===== config.mk =====
export PLATFORM = sky130hd
export DESIGN_NAME = ptz_status_frame_parser_flat
export DESIGN_NICKNAME = d
export VERILOG_FILES = /design/src/hw/rtl/ptzsfp_pkg.sv /design/src/hw/rtl/ptzsfp_in_if.sv /design/src/hw/rtl/ptzsfp_out_if.sv /design/src/hw/rtl/ptzsfp_accum.sv /design/src/hw/rtl/ptzsfp_result.sv /design/src/hw/rtl/ptz_status_frame_parser.sv /design/src/flat_wrapper.sv
export SDC_FILE = /design/constraint.sdc
export NUM_CORES = 1
export LEC_CHECK = 0
export BUFFER_PORTS_ARGS = -buffer_cell sky130_fd_sc_hd__buf_4
export CAP_MARGIN = 25
export CORE_UTILIZATION = 40
export DETAILED_ROUTE_END_ITERATION = 16
export PLACE_DENSITY = 0.56
export SLEW_MARGIN = 20
export SYNTH_ARGS = -nofsm -noshare
export SYNTH_HDL_FRONTEND = slang
export SYNTH_SLANG_ARGS = --single-unit
export TNS_END_PERCENT = 100

===== constraint.sdc =====
create_clock -name i_clk -period 6.76 [get_ports i_clk]
set_input_delay 1.69 -clock i_clk [delete_from_list [all_inputs] [get_ports i_clk]]
set_output_delay 1.69 -clock i_clk [all_outputs]
set_load 0.005 [all_outputs]

===== src/hw/rtl/ptzsfp_pkg.sv =====
// ----------------------------------------------------------------------------
// ptzsfp_pkg
// Types and constants shared by the status datagram parser.
// ----------------------------------------------------------------------------
package ptzsfp_pkg;

    // Header bytes and frame length
    localparam logic [7:0] HDR0      = 8'hEB;
    localparam logic [7:0] HDR1      = 8'h90;
    localparam logic [7:0] HDR2      = 8'h01;
    localparam logic [3:0] FRAME_LEN = 4'd14;
    localparam logic [3:0] COUNT_SAT = 4'd15;

    // Byte positions within the datagram
    localparam logic [3:0] IDX_HDR0      = 4'd0;
    localparam logic [3:0] IDX_HDR1      = 4'd1;
    localparam logic [3:0] IDX_HDR2      = 4'd2;
    localparam logic [3:0] IDX_SERVO     = 4'd3;
    localparam logic [3:0] IDX_PAN_HI    = 4'd4;
    localparam logic [3:0] IDX_PAN_LO    = 4'd5;
    localparam logic [3:0] IDX_TILT_HI   = 4'd6;
    localparam logic [3:0] IDX_TILT_LO   = 4'd7;
    localparam logic [3:0] IDX_PRATE_HI  = 4'd8;
    localparam logic [3:0] IDX_PRATE_LO  = 4'd9;
    localparam logic [3:0] IDX_TRATE_HI  = 4'd10;
    localparam logic [3:0] IDX_TRATE_LO  = 4'd11;
    localparam logic [3:0] IDX_SUM_FIRST = 4'd2;
    localparam logic [3:0] IDX_SUM_LAST  = 4'd12;
    localparam logic [3:0] IDX_CHECK     = 4'd13;

    // Angle limits, hundredths of a degree
    localparam logic [15:0]        PAN_FULL_TURN = 16'd36000;
    localparam logic signed [15:0] TILT_MAX      = 16'sd9000;
    localparam logic signed [15:0] TILT_MIN      = -16'sd9000;

    // Frame status codes
    localparam logic [1:0] ST_OK       = 2'd0;
    localparam logic [1:0] ST_BAD_LEN  = 2'd1;
    localparam logic [1:0] ST_BAD_HDR  = 2'd2;
    localparam logic [1:0] ST_BAD_CSUM = 2'd3;

    typedef struct packed {
        logic [3:0]  count;
        logic [7:0]  sum;
        logic        hdr_good;
        logic        sum_ok;
        logic [7:0]  servo;
        logic [15:0] pan;
        logic [15:0] tilt;
        logic [15:0] prate;
        logic [15:0] trate;
    } t_frame_state;

    localparam t_frame_state FRAME_STATE_RST = '{
        count:    4'd0,
        sum:      8'd0,
        hdr_good: 1'b1,
        sum_ok:   1'b0,
        servo:    8'd0,
        pan:      16'd0,
        tilt:     16'd0,
        prate:    16'd0,
        trate:    16'd0
    };

endpackage


===== src/hw/rtl/ptzsfp_in_if.sv =====
// ----------------------------------------------------------------------------
// ptzsfp_in_if
// Byte stream channel: one datagram byte and an end flag per transaction.
// ----------------------------------------------------------------------------
interface ptzsfp_in_if;
    logic       valid;
    logic       ready;
    logic [7:0] data_byte;
    logic       end_of_datagram;

    modport source (output valid, output data_byte, output end_of_datagram, input ready);
    modport sink   (input valid, input data_byte, input end_of_datagram, output ready);
endinterface


===== src/hw/rtl/ptzsfp_out_if.sv =====
// ----------------------------------------------------------------------------
// ptzsfp_out_if
// Parsed status channel: one decoded datagram per transaction.
// ----------------------------------------------------------------------------
interface ptzsfp_out_if;
    logic               valid;
    logic               ready;
    logic [1:0]         frame_status;
    logic [7:0]         servo_state;
    logic [15:0]        pan_angle;
    logic signed [14:0] tilt_angle;
    logic signed [15:0] pan_rate;
    logic signed [15:0] tilt_rate;

    modport source (
        output valid, output frame_status, output servo_state, output pan_angle,
        output tilt_angle, output pan_rate, output tilt_rate, input ready
    );
    modport sink (
        input valid, input frame_status, input servo_state, input pan_angle,
        input tilt_angle, input pan_rate, input tilt_rate, output ready
    );
endinterface


===== src/hw/rtl/ptzsfp_accum.sv =====
// ----------------------------------------------------------------------------
// ptzsfp_accum
// Per-byte datagram state: byte count, header check, checksum, field capture.
// ----------------------------------------------------------------------------
module ptzsfp_accum (
    input  logic                    i_clk,
    input  logic                    i_rst_n,
    input  logic                    i_step,
    input  logic                    i_last,
    input  logic [7:0]              i_byte,
    output ptzsfp_pkg::t_frame_state o_final
);

    ptzsfp_pkg::t_frame_state r_state;
    ptzsfp_pkg::t_frame_state n_state;

    always_comb begin
        n_state = r_state;
        if ((r_state.count == ptzsfp_pkg::IDX_HDR0 && i_byte != ptzsfp_pkg::HDR0) ||
            (r_state.count == ptzsfp_pkg::IDX_HDR1 && i_byte != ptzsfp_pkg::HDR1) ||
            (r_state.count == ptzsfp_pkg::IDX_HDR2 && i_byte != ptzsfp_pkg::HDR2)) begin
            n_state.hdr_good = 1'b0;
        end
        if (r_state.count >= ptzsfp_pkg::IDX_SUM_FIRST &&
            r_state.count <= ptzsfp_pkg::IDX_SUM_LAST) begin
            n_state.sum = r_state.sum + i_byte;
        end
        if (r_state.count == ptzsfp_pkg::IDX_CHECK) begin
            n_state.sum_ok = (i_byte == r_state.sum);
        end
        case (r_state.count)
            ptzsfp_pkg::IDX_SERVO:    n_state.servo       = i_byte;
            ptzsfp_pkg::IDX_PAN_HI:   n_state.pan[15:8]   = i_byte;
            ptzsfp_pkg::IDX_PAN_LO:   n_state.pan[7:0]    = i_byte;
            ptzsfp_pkg::IDX_TILT_HI:  n_state.tilt[15:8]  = i_byte;
            ptzsfp_pkg::IDX_TILT_LO:  n_state.tilt[7:0]   = i_byte;
            ptzsfp_pkg::IDX_PRATE_HI: n_state.prate[15:8] = i_byte;
            ptzsfp_pkg::IDX_PRATE_LO: n_state.prate[7:0]  = i_byte;
            ptzsfp_pkg::IDX_TRATE_HI: n_state.trate[15:8] = i_byte;
            ptzsfp_pkg::IDX_TRATE_LO: n_state.trate[7:0]  = i_byte;
            default: ;
        endcase
        if (r_state.count != ptzsfp_pkg::COUNT_SAT) begin
            n_state.count = r_state.count + 4'd1;
        end
    end

    // Final byte hands its updated state to the result stage and rearms.
    always_ff @(posedge i_clk) begin
        if (!i_rst_n) begin
            r_state <= ptzsfp_pkg::FRAME_STATE_RST;
        end else if (i_step) begin
            r_state <= i_last ? ptzsfp_pkg::FRAME_STATE_RST : n_state;
        end
    end

    assign o_final = n_state;

endmodule


===== src/hw/rtl/ptzsfp_result.sv =====
// ----------------------------------------------------------------------------
// ptzsfp_result
// Status decode, angle wrap/clamp, and the output register.
// ----------------------------------------------------------------------------
module ptzsfp_result (
    input  logic                     i_clk,
    input  logic                     i_rst_n,
    input  logic                     i_load,
    input  ptzsfp_pkg::t_frame_state i_final,
    output logic                     o_stall,
    ptzsfp_out_if.source             o_out
);

    logic               r_vld;
    logic               n_vld;
    logic [1:0]         r_status;
    logic [7:0]         r_servo;
    logic [15:0]        r_pan;
    logic [14:0]        r_tilt;
    logic [15:0]        r_prate;
    logic [15:0]        r_trate;

    logic [1:0]         n_status;
    logic [15:0]        n_pan;
    logic signed [15:0] tilt_s;
    logic signed [15:0] tilt_clamped;
    logic               ok;

    always_comb begin
        if (i_final.count != ptzsfp_pkg::FRAME_LEN) begin
            n_status = ptzsfp_pkg::ST_BAD_LEN;
        end else if (!i_final.hdr_good) begin
            n_status = ptzsfp_pkg::ST_BAD_HDR;
        end else if (!i_final.sum_ok) begin
            n_status = ptzsfp_pkg::ST_BAD_CSUM;
        end else begin
            n_status = ptzsfp_pkg::ST_OK;
        end
        ok = (n_status == ptzsfp_pkg::ST_OK);

        // Negative pan wraps by one full turn; modulo 2^16 lands in 0..35999.
        n_pan = i_final.pan[15] ? (i_final.pan + ptzsfp_pkg::PAN_FULL_TURN) : i_final.pan;

        tilt_s = $signed(i_final.tilt);
        if (tilt_s > ptzsfp_pkg::TILT_MAX) begin
            tilt_clamped = ptzsfp_pkg::TILT_MAX;
        end else if (tilt_s < ptzsfp_pkg::TILT_MIN) begin
            tilt_clamped = ptzsfp_pkg::TILT_MIN;
        end else begin
            tilt_clamped = tilt_s;
        end
    end

    assign o_stall = r_vld && !o_out.ready;
    assign n_vld   = i_load || (r_vld && !o_out.ready);

    always_ff @(posedge i_clk) begin
        if (!i_rst_n) begin
            r_vld <= 1'b0;
        end else begin
            r_vld <= n_vld;
        end
    end

    always_ff @(posedge i_clk) begin
        if (i_load) begin
            r_status <= n_status;
            r_servo  <= ok ? i_final.servo : 8'd0;
            r_pan    <= ok ? n_pan : 16'd0;
            r_tilt   <= ok ? tilt_clamped[14:0] : 15'd0;
            r_prate  <= ok ? i_final.prate : 16'd0;
            r_trate  <= ok ? i_final.trate : 16'd0;
        end
    end

    assign o_out.valid        = r_vld;
    assign o_out.frame_status = r_status;
    assign o_out.servo_state  = r_servo;
    assign o_out.pan_angle    = r_pan;
    assign o_out.tilt_angle   = $signed(r_tilt);
    assign o_out.pan_rate     = $signed(r_prate);
    assign o_out.tilt_rate    = $signed(r_trate);

endmodule


===== src/hw/rtl/ptz_status_frame_parser.sv =====
// The final byte's transaction passes through the input register, then the result register,
// on its way to the status transaction. Throughput: one byte per cycle while input ready is high.
// Input ready drops only while a final byte waits in the input register behind a
// full result register that is not being drained; non-final bytes always flow.
// Reset: i_rst_n synchronous, active low; clears input/output valids and
// rearms the datagram state (count 0, header good, sum 0).
// ----------------------------------------------------------------------------
// ptz_status_frame_parser
// Pan/tilt status datagram parser. Bytes come in one per transaction with an
// end flag on the last; each datagram yields one status transaction.
// ----------------------------------------------------------------------------
module ptz_status_frame_parser (
    input  logic         i_clk,
    input  logic         i_rst_n,
    ptzsfp_in_if.sink    i_in,
    ptzsfp_out_if.source o_out
);

    // Input register: one byte in flight ahead of the state update.
    logic       r_in_vld;
    logic [7:0] r_in_byte;
    logic       r_in_last;

    logic       adv;        // input register may advance this cycle
    logic       step;       // registered byte is applied to datagram state
    logic       load;       // result register captures a finished datagram
    logic       res_stall;  // result register full and not being drained

    ptzsfp_pkg::t_frame_state final_state;

    // A non-final byte never touches the result register, so it may move
    // even while a result waits. A final byte needs room in the result stage.
    assign adv        = !r_in_vld || !r_in_last || !res_stall;
    assign step       = r_in_vld && adv;
    assign load       = step && r_in_last;
    assign i_in.ready = adv;

    always_ff @(posedge i_clk) begin
        if (!i_rst_n) begin
            r_in_vld <= 1'b0;
        end else if (adv) begin
            r_in_vld <= i_in.valid;
        end
    end

    // Payload needs no reset; it is only consumed behind r_in_vld.
    always_ff @(posedge i_clk) begin
        if (adv && i_in.valid) begin
            r_in_byte <= i_in.data_byte;
            r_in_last <= i_in.end_of_datagram;
        end
    end

    // Byte counter, header check, checksum and field capture.
    ptzsfp_accum u_accum (
        .i_clk   (i_clk),
        .i_rst_n (i_rst_n),
        .i_step  (step),
        .i_last  (r_in_last),
        .i_byte  (r_in_byte),
        .o_final (final_state)
    );

    // Status priority, angle conditioning and the output register.
    ptzsfp_result u_result (
        .i_clk   (i_clk),
        .i_rst_n (i_rst_n),
        .i_load  (load),
        .i_final (final_state),
        .o_stall (res_stall),
        .o_out   (o_out)
    );

endmodule


===== src/flat_wrapper.sv =====
// flat-port wrapper written by rule: the top's interface ports become plain ports
module ptz_status_frame_parser_flat 
  (i_clk, i_rst_n, i_in_valid, i_in_data_byte, i_in_end_of_datagram, i_in_ready, o_out_valid, o_out_frame_status, o_out_servo_state, o_out_pan_angle, o_out_tilt_angle, o_out_pan_rate, o_out_tilt_rate, o_out_ready);
  ptzsfp_in_if i_in_i ();
  ptzsfp_out_if o_out_i ();
  input  logic i_clk;
  input  logic i_rst_n;
  input wire logic [$bits(i_in_i.valid)-1:0] i_in_valid;
  input wire logic [$bits(i_in_i.data_byte)-1:0] i_in_data_byte;
  input wire logic [$bits(i_in_i.end_of_datagram)-1:0] i_in_end_of_datagram;
  output wire logic [$bits(i_in_i.ready)-1:0] i_in_ready;
  output wire logic [$bits(o_out_i.valid)-1:0] o_out_valid;
  output wire logic [$bits(o_out_i.frame_status)-1:0] o_out_frame_status;
  output wire logic [$bits(o_out_i.servo_state)-1:0] o_out_servo_state;
  output wire logic [$bits(o_out_i.pan_angle)-1:0] o_out_pan_angle;
  output wire logic [$bits(o_out_i.tilt_angle)-1:0] o_out_tilt_angle;
  output wire logic [$bits(o_out_i.pan_rate)-1:0] o_out_pan_rate;
  output wire logic [$bits(o_out_i.tilt_rate)-1:0] o_out_tilt_rate;
  input wire logic [$bits(o_out_i.ready)-1:0] o_out_ready;
  assign i_in_i.valid = i_in_valid;
  assign i_in_i.data_byte = i_in_data_byte;
  assign i_in_i.end_of_datagram = i_in_end_of_datagram;
  assign i_in_ready = i_in_i.ready;
  assign o_out_valid = o_out_i.valid;
  assign o_out_frame_status = o_out_i.frame_status;
  assign o_out_servo_state = o_out_i.servo_state;
  assign o_out_pan_angle = o_out_i.pan_angle;
  assign o_out_tilt_angle = o_out_i.tilt_angle;
  assign o_out_pan_rate = o_out_i.pan_rate;
  assign o_out_tilt_rate = o_out_i.tilt_rate;
  assign o_out_i.ready = o_out_ready;
  ptz_status_frame_parser u_core (.i_clk(i_clk), .i_rst_n(i_rst_n), .i_in(i_in_i), .o_out(o_out_i));
endmodule

After elaboration in Yosys (flattened, before gate mapping)
Cells that the tools add are included.
{ "op_classes": {"add_sub_neg": 3, "multipliers": 0, "div_mod_pow": 0, "n_lt_le_gt_ge": 4, "n_eq_ne": 18, "shift": 0, "muxes": 20, "n_bitwise": 1, "reduce_logical": 24} }
{ "ops": {"columns": ["op", "n"], "rows": [
  ["$mux W86", 1],
  ["$mux W8", 10],
  ["$mux W15", 2],
  ["$eq A4 B4 Y1 const B", 5],
  ["$add A16 B16 Y16 const B", 1],
  ["$eq A4 B3 Y1 const B", 4],
  ["$gt A16 B15 Y1 const B", 1],
  ["$lt A16 B15 Y1 const B", 1],
  ["$ne A8 B8 Y1 const B", 2],
  ["$mux W14", 1],
  ["$add A8 B8 Y8", 1],
  ["$eq A4 B2 Y1 const B", 2],
  ["$eq A8 B8 Y1", 1],
  ["$logic_and A1 B1 Y1", 8],
  ["$ne A4 B4 Y1 const B", 2],
  ["$ne A8 B1 Y1 const B", 1],
  ["$mux W2", 3],
  ["$logic_or A1 B1 Y1", 5],
  ["$add A4 B1 Y4 const B", 1],
  ["$eq A4 B1 Y1 const B", 1],
  ["$ge A4 B2 Y1 const B", 1],
  ["$le A4 B4 Y1 const B", 1],
  ["$logic_not A1 Y1", 4],
  ["$logic_not A4 Y1", 1],
  ["8 further kinds", 10]
]} }
{ "totals": {"ff_bits": 170, "latchBits": 0, "ram_bits": 0, "romBits": 0, "inputBits": 13, "output_inout_bits": 75, "word_cells": 92, "n_memories": 0} }

Longest topological paths before layout
{ "logic_depth": {"ltp_word": 10, "depth_mapped": 12, "mapped_depth_nobuf": 10} }

By module
A second synthesis with hierarchy kept.
{ "unflattened": {"cells_unflattened": 759, "area_unflattened_um2": 8144.1} }
{ "by_module_without_submodules": {"columns": ["mod", "n_inst", "cells_each", "area_per_inst_um2", "seq_area_each_um2"], "rows": [
  ["ptzsfp_accum", 1, 521, 4685.7, 1721.7],
  ["ptzsfp_result", 1, 221, 3125.5, 2212.1],
  ["ptz_status_frame_parser", 1, 17, 332.8, 290.3]
]} }

Least setup slack after synthesis
Ideal clock, no wire load.
{ "synth_timing": {"path_type": "in2reg", "from": "input port o_out_ready", "to": "register u_core.u_accum.r_state[82] (netlist name)", "setup_ns": 0.119, "t_arrival_ns": 5.498, "t_required_ns": 6.641, "setup_slack_ns": 1.144, "stages": 4, "n_path_buf": 0, "path_cell_list": "nand2b_1 -> nor2b_1 -> nand2b_1 -> nor2_1"} }
{ "synth_between": {"elab_chain_cells": 5} }
{ "synth_rtl": {"columns": ["item", "line_no", "text"], "rows": [
  ["start: declaration", "flat_wrapper.sv:19", "input wire logic [$bits(o_out_i.ready)-1:0] o_out_ready;"],
  ["$logic_not A1 Y1", "ptzsfp_result.sv:54", "assign o_stall = r_vld && !o_out.ready;"],
  ["$logic_and A1 B1 Y1", "ptzsfp_result.sv:54", null],
  ["$logic_not A1 Y1", "ptz_status_frame_parser.sv:33", "assign adv = !r_in_vld || !r_in_last || !res_stall;"],
  ["$logic_or A1 B1 Y1", "ptz_status_frame_parser.sv:33", null],
  ["$logic_and A1 B1 Y1", "ptz_status_frame_parser.sv:34", "assign step = r_in_vld && adv;"],
  ["end signal: assignment", "ptzsfp_accum.sv:51", "r_state <= ptzsfp_pkg::FRAME_STATE_RST;"],
  ["end signal: assignment", "ptzsfp_accum.sv:53", "r_state <= i_last ? ptzsfp_pkg::FRAME_STATE_RST : n_state;"],
  ["end: declaration", "ptzsfp_accum.sv:14", "ptzsfp_pkg::t_frame_state r_state;"]
]} }
No other way between the ends.
A chain may end at the register's enable or synchronous reset.

Final worst setup path
{ "layout_timing": {"from": "input port o_out_ready", "to": "output port i_in_ready"} }
{ "layout_between": {"elab_chain_cells": 4} }
{ "layout_rtl": {"columns": ["item", "line_no", "text"], "rows": [
  ["$logic_not A1 Y1", "ptzsfp_result.sv:54", null],
  ["$logic_and A1 B1 Y1", "ptzsfp_result.sv:54", null],
  ["$logic_not A1 Y1", "ptz_status_frame_parser.sv:33", null],
  ["$logic_or A1 B1 Y1", "ptz_status_frame_parser.sv:33", null],
  ["end: declaration", "flat_wrapper.sv:11", "output wire logic [$bits(i_in_i.ready)-1:0] i_in_ready;"]
]} }
No other way between the ends.

==> impl_metrics.json <==
{
  "drive_gt1_share_pct": 17.7,
  "layout_common_cells": "buf_4, dfxtp_1, nor2b_1, edfxtp_1, nor2_1",
  "grt_start_max_net_pins": 91,
  "ant_nets": 0,
  "portBuffers": 87,
  "grt_pass1_wl_um": 34100,
  "setup_viol": 0,
  "synthCells": 794,
  "route.detailed.drc": 0,
  "peakVddDrop_v": 0.000178,
  "htreeDepth": 4,
  "viasPerCell": 5.50,
  "setup_tns_ns": 0,
  "cp_max_fo": 5,
  "power_mw": 2.21,
  "cts_setup_buffers": 0,
  "yosys-top-cells-area": "edfxtp_1, dfxtp_1, a22oi_1",
  "synthSimpleGateAreaFrac_pct": 19.3,
  "p_leak_nw": 3.68,
  "period_share_pct": 58.5,
  "ys_seq_elements": 170,
  "synth_top_family_by_area": "simple AND/OR/NAND/NOR gates",
  "grt_pass1_vias": 6193,
  "final_common_cell": "buf_4",
  "syn_area_sq_um": 8220,
  "root_buffer": "clkbuf_16",
  "synthMuxAreaShare_pct": 7.46,
  "synth_xor_area_share_pct": 0.959,
  "die-height_um": 145,
  "start_kind": "input port",
  "overflow": 0,
  "gp_congestion": 0.868,
  "finalHoldViolCount": 0,
  "hpwlAfterDp_um": 13500,
  "wl_per_cell_um": 19.0,
  "syn_nets": 820,
  "antenna_cells": 0,
  "dieArea_sq_um": 21100,
  "nets": 877,
  "tightest_slew_ns": 1.06,
  "cts_resized": 0,
  "antenna_found_initial": 0,
  "ys_types": 68,
  "seq_area_frac_synth_pct": 51.4,
  "grt_usage_pct": 20.9,
  "drt-initial-drc-count": 643,
  "drtPass1Iterations": 5,
  "cts_buffers": 17,
  "synth_edf_count": 82,
  "hold_buffers": 0,
  "outcome": "finished clean",
  "dpl_cell_area_sq_um": 9050,
  "start_util_pct": 40.7,
  "core_sq_um": 20200,
  "final_cell_area_sq_um": 9680,
  "clock_latency_ns": 0.43,
  "slew_headroom_pct": 29.5,
  "period_minus_slack_ns": 3.95,
  "power.density_nw_per_um2": 229,
  "avgSynthCellArea_sq_um": 10.3,
  "die_w_um": 145,
  "vias": 6241,
  "fin_skew_ns": 0.00802,
  "synthAdderAreaFrac_pct": 2.07,
  "clk_pin_slew_ns": 0.06,
  "synthToLayoutAreaGrowth_pct": 17.8,
  "drt_wl_total_um": 21500,
  "rsz0062_at_grt": "false",
  "synth_top_area_share_pct": 30.0,
  "clock_path_buffers": 2,
  "required_ns": 5.07,
  "cts_num_sinks": 170,
  "yosysTopAreaCell": "edfxtp_1",
  "yosys_warnings": 0,
  "num_rows": 52,
  "final_util_pct": 48.0,
  "synth_flop_cell": "dfxtp_1",
  "ios": 88,
  "synth_compound_area_share_pct": 14.9,
  "worst_setup_path_end_kind": "primary output",
  "cts_tree": "built",
  "async_flop_share_pct": 0,
  "hold_path.class": "reg2reg",
  "critPathArrivalTime_ns": 2.26,
  "critPathKind": "in2out",
  "fmax_mhz": 253,
  "slew_viol_final": 0,
  "cap_violations": 0
}
## kinds of logic (layout without fill, tap and decap cells)
group	count (synthesis)	in the layout
AO/OA/AOI/OAI	174	174
XOR/XNOR	9	9
AND/OR/NAND/NOR	300	300
buffers and inverters	70	140
adder cells (fa/ha/maj)	13	13
flip-flops	170	170
multiplexers	58	58
## state kept, by name, summed over array words and instances (netlist names), 2 cells and up
register,flops
u_core.u_result.o_out.tilt_angle,15
u_core.u_result.o_out.pan_rate,16
u_core.r_in_byte,8
u_core.u_result.o_out.servo_state,8
u_core.u_result.o_out.frame_status,2
u_core.u_result.o_out.tilt_rate,16
u_core.u_accum.r_state,86
u_core.u_result.o_out.pan_angle,16
## final timing paths
| kind | startpoint | endpoint | slack [ns] | depth (start not counted) |
|---|---|---|---|---|
| min | u_core.u_accum.r_state[76] | u_core.u_accum.r_state[76] | 0.47 | 2 |
| max reg2reg | u_core.r_in_byte[5] | u_core.u_result.o_out.tilt_angle[14] | 3.13 | 7 |
| min reg2reg | u_core.u_accum.r_state[76] | u_core.u_accum.r_state[76] | 0.47 | 2 |
| max | o_out_ready | i_in_ready | 2.81 | 3 |
## Yosys cell counts (all sizes together) (10+ instances only)
library cell	instances
nand2	57
buf	37
o21ai	18
mux2i	48
dfxtp	88
a21oi	35
clkbuf	24
nor2b	86
nor3	20
mux2	10
ha	12
a22oi	76
edfxtp	82
nor2	78
nand3	12
## power by group
part / leakage [nW] / internal, mW / switching [mW]
Combinational: 1.81 / 0.0398 / 0.0713
Sequential: 1.59 / 1.08 / 0.0181
Clock: 0.287 / 0.588 / 0.410
Total: 3.68 / 1.71 / 0.500
## critical path, cell delays in order
cell and delay [ns]:
buf_4 0.11, nand4b_1 0.24, buf_4 0.23
## through the flow
stage	instances	worst slack, ns	hold WS, ns
floorplan	794	1.14	0.435
global placement	1099	2.83	0.460
detailed placement	1101	2.79	0.462
CTS	1133	2.79	0.470
global route	1134	2.73	0.506
finish	1134	2.81	0.466
## layer usage
| layer | share of wire, % | GRT usage [%] | wire, um | up-vias |
|---|---|---|---|---|
| met2 | 48 | 33.2 | 10300 | 212 |
| met4 | 2.1 | 7.58 | 456 | 0 |
| li1 | - | - | - | 2992 |
| met5 | 0 | 0 | 0 | - |
| met3 | 4.6 | 3.74 | 994 | 29 |
| met1 | 45 | 28.5 | 9760 | 3008 |
## final cells by class
class	count	area, sq um
fill	1888	10500
multi-input combinational	554	3700
sequential	170	4220
timing repair buffer	99	779
tap	270	338
clock inverter	9	114
inverter	9	33.8
clock buffer	23	489
(Power assumes the default switching activity.)
